File: src/id3fp_pkg.sv
// shared types, codes and constants of the id3v2 frame header parser
package id3fp_pkg;

  // known frame ids, first character in the top byte
  localparam logic [31:0] IdArtist = 32'h5450_4531;
  localparam logic [31:0] IdAlbum  = 32'h5441_4C42;
  localparam logic [31:0] IdTitle  = 32'h5449_5432;
  localparam logic [31:0] IdTrack  = 32'h5452_434B;
  localparam logic [31:0] IdImage  = 32'h4150_4943;

  // header layout in bytes
  localparam logic [3:0] HeaderBytes = 4'd10;
  localparam logic [3:0] IdEnd       = 4'd4;
  localparam logic [3:0] SizeEnd     = 4'd8;

  // frame type codes
  localparam logic [2:0] TypeUnknown = 3'd0;
  localparam logic [2:0] TypeArtist  = 3'd1;
  localparam logic [2:0] TypeAlbum   = 3'd2;
  localparam logic [2:0] TypeTitle   = 3'd3;
  localparam logic [2:0] TypeTrack   = 3'd4;
  localparam logic [2:0] TypeImage   = 3'd5;

  // text encoding codes
  localparam logic [2:0] EncLatin1  = 3'd0;
  localparam logic [2:0] EncUtf16Le = 3'd1;
  localparam logic [2:0] EncUtf16Be = 3'd2;
  localparam logic [2:0] EncUtf8    = 3'd3;
  localparam logic [2:0] EncNone    = 3'd4;

  // bytes ahead of the text
  localparam logic [1:0] SkipNone  = 2'd0;
  localparam logic [1:0] SkipPlain = 2'd1;
  localparam logic [1:0] SkipBom   = 2'd3;

  // one input beat
  typedef struct packed {
    logic [7:0] data_byte;
    logic       frame_start;
  } in_beat_t;

  // one result beat
  typedef struct packed {
    logic [2:0]  frame_type;
    logic [2:0]  text_encoding;
    logic [15:0] header_flags;
    logic [27:0] frame_size;
    logic [1:0]  payload_skip;
    logic [27:0] payload_length;
    logic        length_error;
  } result_t;

  // map a frame id to its type code
  function automatic logic [2:0] classify_id(logic [31:0] id);
    logic [2:0] kind;
    case (id)
      IdArtist: kind = TypeArtist;
      IdAlbum:  kind = TypeAlbum;
      IdTitle:  kind = TypeTitle;
      IdTrack:  kind = TypeTrack;
      IdImage:  kind = TypeImage;
      default:  kind = TypeUnknown;
    endcase
    return kind;
  endfunction

endpackage

File: src/id3fp_if.sv
// valid/ready channel interfaces for input bytes and results
interface id3fp_in_if;
  logic       valid;
  logic       ready;
  logic [7:0] data_byte;
  logic       frame_start;

  modport source (output valid, data_byte, frame_start, input ready);
  modport sink   (input valid, data_byte, frame_start, output ready);
endinterface

interface id3fp_out_if;
  logic        valid;
  logic        ready;
  logic [2:0]  frame_type;
  logic [2:0]  text_encoding;
  logic [15:0] header_flags;
  logic [27:0] frame_size;
  logic [1:0]  payload_skip;
  logic [27:0] payload_length;
  logic        length_error;

  modport source (output valid, frame_type, text_encoding, header_flags, frame_size,
                  payload_skip, payload_length, length_error, input ready);
  modport sink   (input valid, frame_type, text_encoding, header_flags, frame_size,
                  payload_skip, payload_length, length_error, output ready);
endinterface

File: src/id3fp_in_stage.sv
// input register holding one byte beat ahead of the parser
module id3fp_in_stage
  import id3fp_pkg::*;
(
  input  logic     clk_i,
  input  logic     rst_ni,
  input  logic     valid_i,
  output logic     ready_o,
  input  in_beat_t beat_i,
  output logic     valid_o,
  input  logic     take_i,
  output in_beat_t beat_o
);

  logic     valid_q, valid_d;
  in_beat_t beat_q;
  logic     accept;

  // free when empty or being drained this cycle
  assign ready_o = !valid_q || take_i;
  assign accept  = valid_i && ready_o;

  always_comb begin
    valid_d = valid_q;
    if (accept) begin
      valid_d = 1'b1;
    end else if (take_i) begin
      valid_d = 1'b0;
    end
  end

  always_ff @(posedge clk_i or negedge rst_ni) begin
    if (!rst_ni) begin
      valid_q <= 1'b0;
    end else begin
      valid_q <= valid_d;
    end
  end

  // payload needs no reset
  always_ff @(posedge clk_i) begin
    if (accept) begin
      beat_q <= beat_i;
    end
  end

  assign valid_o = valid_q;
  assign beat_o  = beat_q;

endmodule

File: src/id3fp_parse.sv
// frame header state machine: header collection, encoding byte, payload skip
module id3fp_parse
  import id3fp_pkg::*;
(
  input  logic     clk_i,
  input  logic     rst_ni,
  input  logic     valid_i,
  input  in_beat_t beat_i,
  output logic     take_o,
  input  logic     res_free_i,
  output logic     res_load_o,
  output result_t  res_o
);

  localparam logic [1:0] PhHeader   = 2'd0;
  localparam logic [1:0] PhEncoding = 2'd1;
  localparam logic [1:0] PhSkip     = 2'd2;

  logic [1:0]  phase_q, phase_d;
  logic [3:0]  count_q, count_d;
  logic [31:0] id_q, id_d;
  logic [27:0] size_q, size_d;
  logic [15:0] flags_q, flags_d;
  logic [27:0] remain_q, remain_d;
  logic [2:0]  kind_q, kind_d;

  logic        emit;
  result_t     res;
  logic [1:0]  phase_e;
  logic [3:0]  count_e;
  logic [27:0] remain_e;
  logic [2:0]  kind_e;
  logic [7:0]  b;
  logic [27:0] remain_dec;
  logic [27:0] size_dec;
  logic [2:0]  kind_new;
  logic        fire;

  assign b          = beat_i.data_byte;
  assign remain_dec = remain_e - 28'd1;
  assign size_dec   = size_q - 28'd1;

  // frame start drops any work in progress
  always_comb begin
    phase_e  = phase_q;
    count_e  = count_q;
    remain_e = remain_q;
    kind_e   = kind_q;
    if (beat_i.frame_start) begin
      phase_e  = PhHeader;
      count_e  = '0;
      remain_e = '0;
      kind_e   = TypeUnknown;
    end
  end

  // next state and result for the byte in the input register
  always_comb begin
    phase_d  = phase_e;
    count_d  = count_e;
    id_d     = id_q;
    size_d   = size_q;
    flags_d  = flags_q;
    remain_d = remain_e;
    kind_d   = kind_e;
    kind_new = TypeUnknown;
    emit     = 1'b0;
    res      = '0;
    res.header_flags = flags_q;
    res.frame_size   = size_q;
    res.text_encoding = EncNone;
    case (phase_e)
      PhSkip: begin
        remain_d = remain_dec;
        if (remain_dec == '0) begin
          phase_d = PhHeader;
        end
      end
      PhEncoding: begin
        emit           = 1'b1;
        res.frame_type = kind_e;
        if (b <= 8'd3) begin
          res.text_encoding = b[2:0];
          res.payload_skip  = (b == 8'd1 || b == 8'd2) ? SkipBom : SkipPlain;
          if (size_q < {26'd0, res.payload_skip}) begin
            res.length_error = 1'b1;
          end else begin
            res.payload_length = size_q - {26'd0, res.payload_skip};
          end
        end
        remain_d = size_dec;
        phase_d  = (size_dec == '0) ? PhHeader : PhSkip;
      end
      default: begin
        // header phase, also the unused code
        phase_d = PhHeader;
        if (count_e >= HeaderBytes) begin
          count_d = '0;
        end
        if (count_d == '0) begin
          id_d    = '0;
          size_d  = '0;
          flags_d = '0;
        end
        if (count_d < IdEnd) begin
          id_d = {id_d[23:0], b};
        end else if (count_d < SizeEnd) begin
          size_d = {size_d[20:0], b[6:0]};
        end else begin
          flags_d = {flags_d[7:0], b};
        end
        if (count_d == HeaderBytes - 4'd1) begin
          count_d  = '0;
          kind_new = classify_id(id_d);
          kind_d   = kind_new;
          if (kind_new == TypeUnknown || size_d == '0) begin
            emit             = 1'b1;
            res.frame_type   = kind_new;
            res.header_flags = flags_d;
            res.frame_size   = size_d;
            remain_d         = size_d;
            phase_d          = (size_d == '0) ? PhHeader : PhSkip;
          end else begin
            phase_d = PhEncoding;
          end
        end else begin
          count_d = count_d + 4'd1;
        end
      end
    endcase
  end

  // a byte with a result waits for room in the result register
  assign fire       = valid_i && (!emit || res_free_i);
  assign take_o     = fire;
  assign res_load_o = fire && emit;
  assign res_o      = res;

  always_ff @(posedge clk_i or negedge rst_ni) begin
    if (!rst_ni) begin
      phase_q  <= PhHeader;
      count_q  <= '0;
      id_q     <= '0;
      size_q   <= '0;
      flags_q  <= '0;
      remain_q <= '0;
      kind_q   <= TypeUnknown;
    end else if (fire) begin
      phase_q  <= phase_d;
      count_q  <= count_d;
      id_q     <= id_d;
      size_q   <= size_d;
      flags_q  <= flags_d;
      remain_q <= remain_d;
      kind_q   <= kind_d;
    end
  end

  // skip phase always has bytes left to skip
  assert property (@(posedge clk_i) disable iff (!rst_ni)
    phase_q == PhSkip |-> remain_q != '0)
    else $error("skip phase with nothing left");

  // header counter stays inside the header
  assert property (@(posedge clk_i) disable iff (!rst_ni)
    count_q < HeaderBytes)
    else $error("header count out of range");

  // encoding phase only waits on a known, nonempty frame
  assert property (@(posedge clk_i) disable iff (!rst_ni)
    phase_q == PhEncoding |-> (kind_q != TypeUnknown && size_q != '0))
    else $error("encoding phase without a known frame");

  // an error result carries no text length
  assert property (@(posedge clk_i) disable iff (!rst_ni)
    res_load_o && res.length_error |-> res.payload_length == '0)
    else $error("length error with nonzero length");

endmodule

File: src/id3fp_out_stage.sv
// result register facing the output channel
module id3fp_out_stage
  import id3fp_pkg::*;
(
  input  logic    clk_i,
  input  logic    rst_ni,
  input  logic    load_i,
  input  result_t res_i,
  output logic    free_o,
  output logic    valid_o,
  input  logic    ready_i,
  output result_t res_o
);

  logic    valid_q, valid_d;
  result_t res_q;

  // room when empty or the held beat leaves now
  assign free_o = !valid_q || ready_i;

  always_comb begin
    valid_d = valid_q;
    if (load_i) begin
      valid_d = 1'b1;
    end else if (ready_i) begin
      valid_d = 1'b0;
    end
  end

  always_ff @(posedge clk_i or negedge rst_ni) begin
    if (!rst_ni) begin
      valid_q <= 1'b0;
    end else begin
      valid_q <= valid_d;
    end
  end

  always_ff @(posedge clk_i) begin
    if (load_i) begin
      res_q <= res_i;
    end
  end

  assign valid_o = valid_q;
  assign res_o   = res_q;

  // a new result never overwrites one still waiting
  assert property (@(posedge clk_i) disable iff (!rst_ni)
    load_i |-> (!valid_q || ready_i))
    else $error("result register overrun");

endmodule

File: src/id3v2_frame_header_parser_top.sv
// top level of the id3v2 frame header parser
// Takes one byte per cycle with no gaps while the result side keeps up; a byte
// goes from the input register through the frame state logic into the result
// register. A frame gives at most one result: at its last header byte for an
// unknown id or zero size, otherwise at its text-encoding byte. A byte that
// causes a result waits in the input register only while the result register
// is full and not being taken. Payload bytes are counted off and dropped;
// frame_start on a byte restarts header collection at that byte.
module id3v2_frame_header_parser_top
  import id3fp_pkg::*;
(
  input  logic  clk_i,
  input  logic  rst_ni,
  id3fp_in_if.sink    in_i,
  id3fp_out_if.source out_o
);

  in_beat_t in_beat, stage_beat;
  logic     stage_valid;
  logic     take;
  logic     res_free;
  logic     res_load;
  result_t  res, res_out;

  assign in_beat.data_byte   = in_i.data_byte;
  assign in_beat.frame_start = in_i.frame_start;

  // input register
  id3fp_in_stage u_in_stage (
    .clk_i   (clk_i),
    .rst_ni  (rst_ni),
    .valid_i (in_i.valid),
    .ready_o (in_i.ready),
    .beat_i  (in_beat),
    .valid_o (stage_valid),
    .take_i  (take),
    .beat_o  (stage_beat)
  );

  // frame state and result logic
  id3fp_parse u_parse (
    .clk_i      (clk_i),
    .rst_ni     (rst_ni),
    .valid_i    (stage_valid),
    .beat_i     (stage_beat),
    .take_o     (take),
    .res_free_i (res_free),
    .res_load_o (res_load),
    .res_o      (res)
  );

  // result register
  id3fp_out_stage u_out_stage (
    .clk_i   (clk_i),
    .rst_ni  (rst_ni),
    .load_i  (res_load),
    .res_i   (res),
    .free_o  (res_free),
    .valid_o (out_o.valid),
    .ready_i (out_o.ready),
    .res_o   (res_out)
  );

  assign out_o.frame_type     = res_out.frame_type;
  assign out_o.text_encoding  = res_out.text_encoding;
  assign out_o.header_flags   = res_out.header_flags;
  assign out_o.frame_size     = res_out.frame_size;
  assign out_o.payload_skip   = res_out.payload_skip;
  assign out_o.payload_length = res_out.payload_length;
  assign out_o.length_error   = res_out.length_error;

endmodule

File: src/flat_wrapper.sv
// flat-port wrapper written by rule: the top's interface ports become plain ports
module id3v2_frame_header_parser_top_flat import id3fp_pkg::*;
  (clk_i, rst_ni, in_i_valid, in_i_data_byte, in_i_frame_start, in_i_ready, out_o_valid, out_o_frame_type, out_o_text_encoding, out_o_header_flags, out_o_frame_size, out_o_payload_skip, out_o_payload_length, out_o_length_error, out_o_ready);
  id3fp_in_if in_i_i ();
  id3fp_out_if out_o_i ();
  input  logic clk_i;
  input  logic rst_ni;
  input wire logic [$bits(in_i_i.valid)-1:0] in_i_valid;
  input wire logic [$bits(in_i_i.data_byte)-1:0] in_i_data_byte;
  input wire logic [$bits(in_i_i.frame_start)-1:0] in_i_frame_start;
  output wire logic [$bits(in_i_i.ready)-1:0] in_i_ready;
  output wire logic [$bits(out_o_i.valid)-1:0] out_o_valid;
  output wire logic [$bits(out_o_i.frame_type)-1:0] out_o_frame_type;
  output wire logic [$bits(out_o_i.text_encoding)-1:0] out_o_text_encoding;
  output wire logic [$bits(out_o_i.header_flags)-1:0] out_o_header_flags;
  output wire logic [$bits(out_o_i.frame_size)-1:0] out_o_frame_size;
  output wire logic [$bits(out_o_i.payload_skip)-1:0] out_o_payload_skip;
  output wire logic [$bits(out_o_i.payload_length)-1:0] out_o_payload_length;
  output wire logic [$bits(out_o_i.length_error)-1:0] out_o_length_error;
  input wire logic [$bits(out_o_i.ready)-1:0] out_o_ready;
  assign in_i_i.valid = in_i_valid;
  assign in_i_i.data_byte = in_i_data_byte;
  assign in_i_i.frame_start = in_i_frame_start;
  assign in_i_ready = in_i_i.ready;
  assign out_o_valid = out_o_i.valid;
  assign out_o_frame_type = out_o_i.frame_type;
  assign out_o_text_encoding = out_o_i.text_encoding;
  assign out_o_header_flags = out_o_i.header_flags;
  assign out_o_frame_size = out_o_i.frame_size;
  assign out_o_payload_skip = out_o_i.payload_skip;
  assign out_o_payload_length = out_o_i.payload_length;
  assign out_o_length_error = out_o_i.length_error;
  assign out_o_i.ready = out_o_ready;
  id3v2_frame_header_parser_top u_core (.clk_i(clk_i), .rst_ni(rst_ni), .in_i(in_i_i), .out_o(out_o_i));
endmodule
File: config.mk
export PLATFORM = sky130hd
export DESIGN_NAME = id3v2_frame_header_parser_top_flat
export DESIGN_NICKNAME = d
export VERILOG_FILES = /design/src/id3fp_pkg.sv /design/src/id3fp_if.sv /design/src/id3fp_in_stage.sv /design/src/id3fp_parse.sv /design/src/id3fp_out_stage.sv /design/src/id3v2_frame_header_parser_top.sv /design/src/flat_wrapper.sv
export SDC_FILE = /design/constraint.sdc
export NUM_CORES = 1
export LEC_CHECK = 0
export BUFFER_PORTS_ARGS = -buffer_cell sky130_fd_sc_hd__buf_2
export CAP_MARGIN = 10
export CORE_ASPECT_RATIO = 2
export CORE_MARGIN = 3
export CORE_UTILIZATION = 40
export CTS_CLUSTER_DIAMETER = 200
export DETAILED_ROUTE_END_ITERATION = 10
export HOLD_SLACK_MARGIN = 0.02
export MAX_ROUTING_LAYER = met4
export SLEW_MARGIN = 0
export SYNTH_ARGS = -nofsm -noshare
export SYNTH_HDL_FRONTEND = slang
export SYNTH_SLANG_ARGS = --single-unit
export TNS_END_PERCENT = 20
File: constraint.sdc
create_clock -name clk_i -period 10.1 [get_ports clk_i]
set_clock_uncertainty 0.2 [all_clocks]
set_input_delay 2.02 -clock clk_i [delete_from_list [all_inputs] [get_ports clk_i]]
set_output_delay 2.02 -clock clk_i [all_outputs]
set_load 0.1 [all_outputs]
After elaboration in Yosys (flattened, before gate mapping)
Index checks and enable logic that the tools add are counted.
Storage, ports and cells
  register bits: 205
  bits of input ports: 13
  word-level logic and storage cells: 109
Cells by class
  $add $sub $neg: 4
  order comparisons: 5
  equality and inequality tests: 10
  muxes and demuxes: 47
  bitwise operators: 3
  reduce and logical (&&, ||, !) cells: 22
Operator list (count)
  $mux W28: 7
  $eq A32 B31 Y1 const B: 5
  $mux W44: 3
  $mux W32: 3
  $logic_not A28 Y1: 3
  $pmux W28 S2: 1
  $sub A28 B1 Y28 const B: 2
  $mux W16: 3
  $lt A28 B2 Y1: 1
  $sub A28 B2 Y28: 1
  $mux W3: 7
  $mux W4: 5
  $pmux W3 S5: 1
  $mux W2: 7
  $eq A8 B1 Y1 const B: 1
  $eq A8 B2 Y1 const B: 1
  $le A8 B2 Y1 const B: 1
  $mux W1: 7
  $pmux W3 S2: 1
  $logic_or A1 B1 Y1: 5
  $add A4 B1 Y4 const B: 1
  $eq A4 B4 Y1 const B: 1
  $ge A4 B4 Y1 const B: 1
  $logic_not A4 Y1: 1
  other kinds (14): 22

Logic depth before layout (Yosys ltp)
  depth in word-level cells: 23
  depth in mapped cells: 17
  mapped depth without buffers: 12

By module
A second synthesis with hierarchy kept.
Second synthesis, totals
  cell total of the unflattened synthesis: 1148
  area total of the unflattened synthesis: 11622.4 µm²
Modules (own cells, without submodules)
  id3fp_parse: times used 1, cells each 1051, area an instance 8818.5 µm²
  id3fp_out_stage: times used 1, cells each 84, area an instance 2479.9 µm²
  id3fp_in_stage: times used 1, cells each 13, area an instance 324.1 µm²

Least setup slack after synthesis
Ideal clock, no wire load.
  path kind: register to register
  start: reg u_core.u_in_stage.beat_q (netlist bit u_core.u_in_stage.beat_o[0])
  end: reg u_core.u_out_stage.res_q (netlist bit u_core.u_out_stage.res_o[0]), enable pin
  library setup time: 0.521 ns
  data arrival time: 6.776 ns
  required time: 9.379 ns
  setup slack: 2.603 ns
  stages on the path, launching flop included: 12
  path buffers: 3
  period minus slack after synthesis: 7.497 ns
  path through: edfxtp_1 buf_6 or4b_1 buf_2 nand2_2 mux2_2 or3b_2 or4_4 a311oi_4 nor2_1 buf_2 nor2_1
On the way
  word-level cells in the longest chain between the ends: 21
Ends and longest elaborated chain
  from (decl): line id3fp_in_stage.sv:16  | in_beat_t beat_q;
  from (signal assigned): line id3fp_in_stage.sv:43  | beat_q <= beat_i;
  branches (longest 16 deep; another with $ge A4 B4 Y1)
  $pmux W1 S2 *: line id3fp_parse.sv:72  | case (phase_e)
  $logic_not A1 Y1: line id3fp_parse.sv:134  | assign fire = valid_i && (!emit || res_free_i);
  $logic_or A1 B1 Y1: line id3fp_parse.sv:134
  $logic_and A1 B1 Y1: line id3fp_parse.sv:134
  $logic_and A1 B1 Y1 *: line id3fp_parse.sv:136  | assign res_load_o = fire && emit;
  net u_core.res_load: line id3v2_frame_header_parser_top.sv:22  | logic res_load;
  to (signal assigned): line id3fp_out_stage.sv:40  | res_q <= res_i;
  to (decl): line id3fp_out_stage.sv:16  | result_t res_q;
Mark *: on every way through the listed nets, which the timed path passes. The select of a mux whose other input is x is not followed.
A chain may end at the register's enable or synchronous reset.

Final worst setup path
  start: reg u_core.u_in_stage.beat_q (netlist bit u_core.u_in_stage.beat_o[0])
  end: out in_i_ready
On the way
  word-level cells in the longest chain between the ends: 21
Ends and longest elaborated chain
  branches (longest 16 deep; another with $ge A4 B4 Y1)
  $pmux W1 S2 *: line id3fp_parse.sv:72
  $logic_not A1 Y1 *: line id3fp_parse.sv:134
  $logic_or A1 B1 Y1 *: line id3fp_parse.sv:134
  $logic_and A1 B1 Y1 *: line id3fp_parse.sv:134
  $logic_or A1 B1 Y1 *: line id3fp_in_stage.sv:20  | assign ready_o = !valid_q || take_i;
  to (decl): line flat_wrapper.sv:11  | output wire logic [$bits(in_i_i.ready)-1:0] in_i_ready;
Every way passes the cells marked *. The select of a mux whose other input is x is not followed.

==> flow_metrics.py <==
metrics = {
    "die": {
        "io-pin-count": 96,
        "starting_utilization_of_the_core_area": 0.409,
        "chipHeight_um": 247,
        "placementRows": 87,
        "core_area_sq_um": 28400,
        "die_area_sq_um": 31300,
        "die-width_um": 127,
    },
    "layout": {
        "num_antenna_cells": 0,
        "ff_latch_area_sq_um": 5580,
        "final_nets": 1203,
        "finalInstanceArea_sq_um": 12900,
        "multi_input_comb_area_sq_um": 5470,
        "proportion_of_layout_cells_with_a_drive_suffix_above_1": 0.156,
        "syn_to_final_growth_pct": 10.6,
        "final.fill_count": 2765,
    },
    "placed_design": {
        "placed_area_sq_um": 12200,
        "globalplace.congestion": 0.933,
        "detailed_place_hpwl_mm": 28.6,
        "io_buffers": 95,
        "post-place-ws_ns": 2.97,
    },
    "power": {
        "p_leak_nw": 5.13,
        "power_per_cell_area_nw_per_um2": 182,
        "worst_ir_drop_vdd_uv": 134,
    },
    "yosys": {
        "synth-edff-count": 90,
        "synth_simple_gate_area_share": 0.176,
        "synth_top_cell_by_area": "dfrtp_1",
        "dominant_combinational_cell_family_by_area_after_synthesis": "compound AO/OA/AOI/OAI gates",
        "mapped_cell_area_sq_um": 11600,
        "synth_cell_type_count": 83,
        "per_instance_average_area_after_synthesis_sq_um": 9.90,
        "synthesis.nets": 1196,
        "post_synth_xor_area_fraction": 0.0459,
        "synth.yosys.warnings": 0,
        "mapped_cells": 1175,
        "yosys_most_used_dff": "dfrtp_1",
        "ys_seq_elements": 205,
        "synth-compound-area-share": 0.202,
        "post-synth-top-area-fraction": 0.247,
        "ys_top_cells_by_area": "dfrtp_1 (25%), edfxtp_1 (23%), a22o_1 (4.1%)",
        "muxShareOfSynthArea": 0.0351,
        "synth-seq-area-share": 0.480,
        "post_synth_fa_ha_maj_area_fraction": 0.00925,
        "asyncSetResetFlopFracSynth": 0.561,
    },
    "routing": {
        "vias_per_cell": 6.32,
        "postRouteAntennaNets": 0,
        "routed-via-count": 9815,
        "drt_first_pass_iters": 7,
        "route.final.wire_length_mm": 39.5,
        "drt_drc_violations_left": 0,
        "routedWlPerCell_um": 25.5,
        "drtIter0Drc": 823,
    },
    "critical_path": {
        "crit_required_ns": 7.88,
        "arrival_ns": 5.56,
        "timing.setup.critical_path_class": "flip-flop to primary output",
        "critPathLaunchType": "flip-flop",
        "max_fo_critical_path": 33,
        "worstSetupEndpointType": "primary output",
    },
    "timing": {
        "slew_viol_final": 0,
        "final-setup-viol-count": 0,
        "rsz_0062_raised_after_global_routing": "false",
        "tightest_slew_ns": 1.20,
        "worst_slew_margin_rel": 0.201,
        "timing.fmax_ghz": 0.129,
        "setup_ws_ns": 2.32,
        "timing.final.hold_violations": 0,
        "period_minus_slack_ns": 7.78,
        "final_min_period_over_clock_period": 0.770,
        "final.setup.tns_ns": 0,
    },
    "status": {
        "run_status": "completed",
    },
    "clock_tree": {
        "cts-root-to-sink-buffers": 3,
        "cts_htree_levels": 1,
        "count_of_hold_fix_buffers_inserted_at_cts": 0,
        "tritoncts_num_sinks": 205,
        "postCtsResizedCells": 0,
        "root_buffer": "clkbuf_16",
        "cts_tree": "built",
        "cts_made_buffers": 20,
        "clk_pin_slew_ns": 0.07,
        "post-cts-setup-buffers": 0,
        "clk_latency_worst_skew_pair_ns": 0.53,
    },
    "min_path": {
        "worst_hold_path_class": "flip-flop to flip-flop",
    },
    "global_route": {
        "grt_antenna_before_repair": 0,
        "grt_remaining_overflow": 0,
        "number_of_global_route_vias_before_repair": 9826,
        "grt_first_pass_wirelength_mm": 59.4,
        "largest_net_degree_at_the_start_of_global_routing": 71,
        "gr-usage-all-layers": 0.257,
    },
    "job": {
        "cap_violations": 0,
    },
}
-- where the power goes --
| group | switching (W) | internal [W] |
|---|---|---|
| combinational | 0.000375 | 0.000204 |
| sequential | 0.0000769 | 0.000899 |
| clock | 0.000343 | 0.000449 |
| total | 0.000795 | 0.00155 |
-- metrics by stage --
stage                     instances  hold slack (ns)  utilization  total power [W]
after floorplan                1175            0.249            -          0.00137
after global placement         1515            0.271        0.429          0.00156
after detailed placement       1515            0.277        0.429          0.00156
after CTS                      1551            0.292        0.452          0.00235
after global routing           1552            0.312        0.453          0.00245
final                          1552            0.287        0.453          0.00235
-- layer usage --
layer	track usage	wire length [um]	vias up	part of all wire
met5	-	0	-	0
met4	0.212	3900	0	0.099
met3	0.0240	1530	174	0.039
met2	0.464	21400	389	0.54
met1	0.241	12700	4846	0.32
li1	-	-	4406	-
-- cell usage after synthesis (4+ instances only) --
cell / instances
o211ai_1: 8
buf_2: 8
xor2_1: 26
and3_1: 12
nand2_1: 100
o2bb2ai_1: 30
nand3_1: 28
and4b_1: 5
nor4_1: 30
o31ai_1: 9
o22ai_1: 24
nand2b_1: 10
nor3_1: 38
a32o_1: 19
dfrtp_1: 115
a22oi_1: 6
or4_1: 7
o21ai_1: 4
nor2_1: 89
clkbuf_1: 103
o32a_1: 5
nand4_1: 9
nor2b_1: 15
and2_1: 5
o21ai_0: 37
xnor2_1: 35
mux2_2: 22
inv_1: 24
mux2i_1: 7
mux2_1: 8
buf_1: 8
nor3b_1: 6
buf_4: 5
a22o_1: 55
edfxtp_1: 90
o21a_1: 6
a31oi_1: 19
or2_2: 4
a21oi_1: 53
nor4b_1: 6
a32oi_1: 4
or3_1: 11
ha_1: 7
-- state kept, by name, indices dropped and copies added (netlist names) --
register	cells
u_core.u_out_stage.valid_o	1
u_core.u_parse.count_q	4
u_core.u_parse.id_q	32
u_core.u_out_stage.res_o	81
u_core.u_parse.size_q	28
u_core.u_parse.kind_q	3
u_core.u_parse.flags_q	16
u_core.u_parse.remain_q	28
u_core.u_in_stage.valid_o	1
u_core.u_in_stage.beat_o	9
u_core.u_parse.phase_q	2
-- cell type report --
class	count	area share
Clock buffer	25	0.0404
Timing Repair Buffer	111	0.0463
Inverter	24	0.00701
Multi-Input combinational cell	820	0.425
Clock inverter	11	0.0124
Tap cell	356	0.0346
Sequential cell	205	0.434
-- placed cells by master, fill, tap and decap left out, types with 7 or more instances in the layout --
master / instances
nor2_1: 87
nand2_1: 100
buf_4: 16
inv_1: 24
nor3_1: 38
mux2_1: 8
nand3_1: 28
a22o_1: 55
clkbuf_16: 20
o31ai_1: 9
o211ai_1: 8
nor2b_1: 15
and3_1: 12
a31oi_1: 19
buf_2: 94
xnor2_1: 35
mux2_2: 22
or3_1: 11
ha_1: 7
xor2_1: 26
o21ai_0: 37
dfrtp_1: 115
o22ai_1: 24
mux2i_1: 7
a32o_1: 19
nand4_1: 9
nor4_1: 30
nand2b_1: 10
o2bb2ai_1: 30
or4_1: 7
a21oi_1: 53
edfxtp_1: 90
-- worst max-delay path: stages, from the launching register on --
cell and delay [ns]:
edfxtp_1 0.63, or4b_1 0.80, nand2_2 0.33, mux2_2 0.40
or3b_2 0.54, nor4b_1 0.52, nand4b_1 0.19, and3_1 0.19
buf_4 0.24, a21oi_1 0.53, or2_2 0.21, buf_2 0.42
-- final timing paths --
path	from	to	slack (ns)	depth (start not counted)
setup reg to reg	u_core.u_in_stage.beat_o[0]$_DFFE_PP_	u_core.u_out_stage.res_o[75]$_SDFFCE_PN0P_	4.29	9
min in group asynchronous	rst_ni	u_core.u_parse.remain_q[17]$_DFFE_PN0N_	1.45	1
hold / removal	u_core.u_parse.flags_q[10]$_DFFE_PN0P_	u_core.u_parse.flags_q[10]$_DFFE_PN0P_	0.29	1
setup / recovery	u_core.u_in_stage.beat_o[0]$_DFFE_PP_	in_i_ready	2.32	11
max in group asynchronous	rst_ni	u_core.u_parse.id_q[31]$_DFFE_PN0P_	7.03	2
hold reg to reg	u_core.u_parse.flags_q[10]$_DFFE_PN0P_	u_core.u_parse.flags_q[10]$_DFFE_PN0P_	0.29	1
-- cell families after synthesis --
group,after synthesis
AO/OA/AOI/OAI,316
XOR/XNOR,61
adder cells (fa/ha/maj),8
buffers and inverters,150
flip-flops,205
multiplexers,37
AND/OR/NAND/NOR,398
Note: power is estimated with default switching activity, not from simulation.
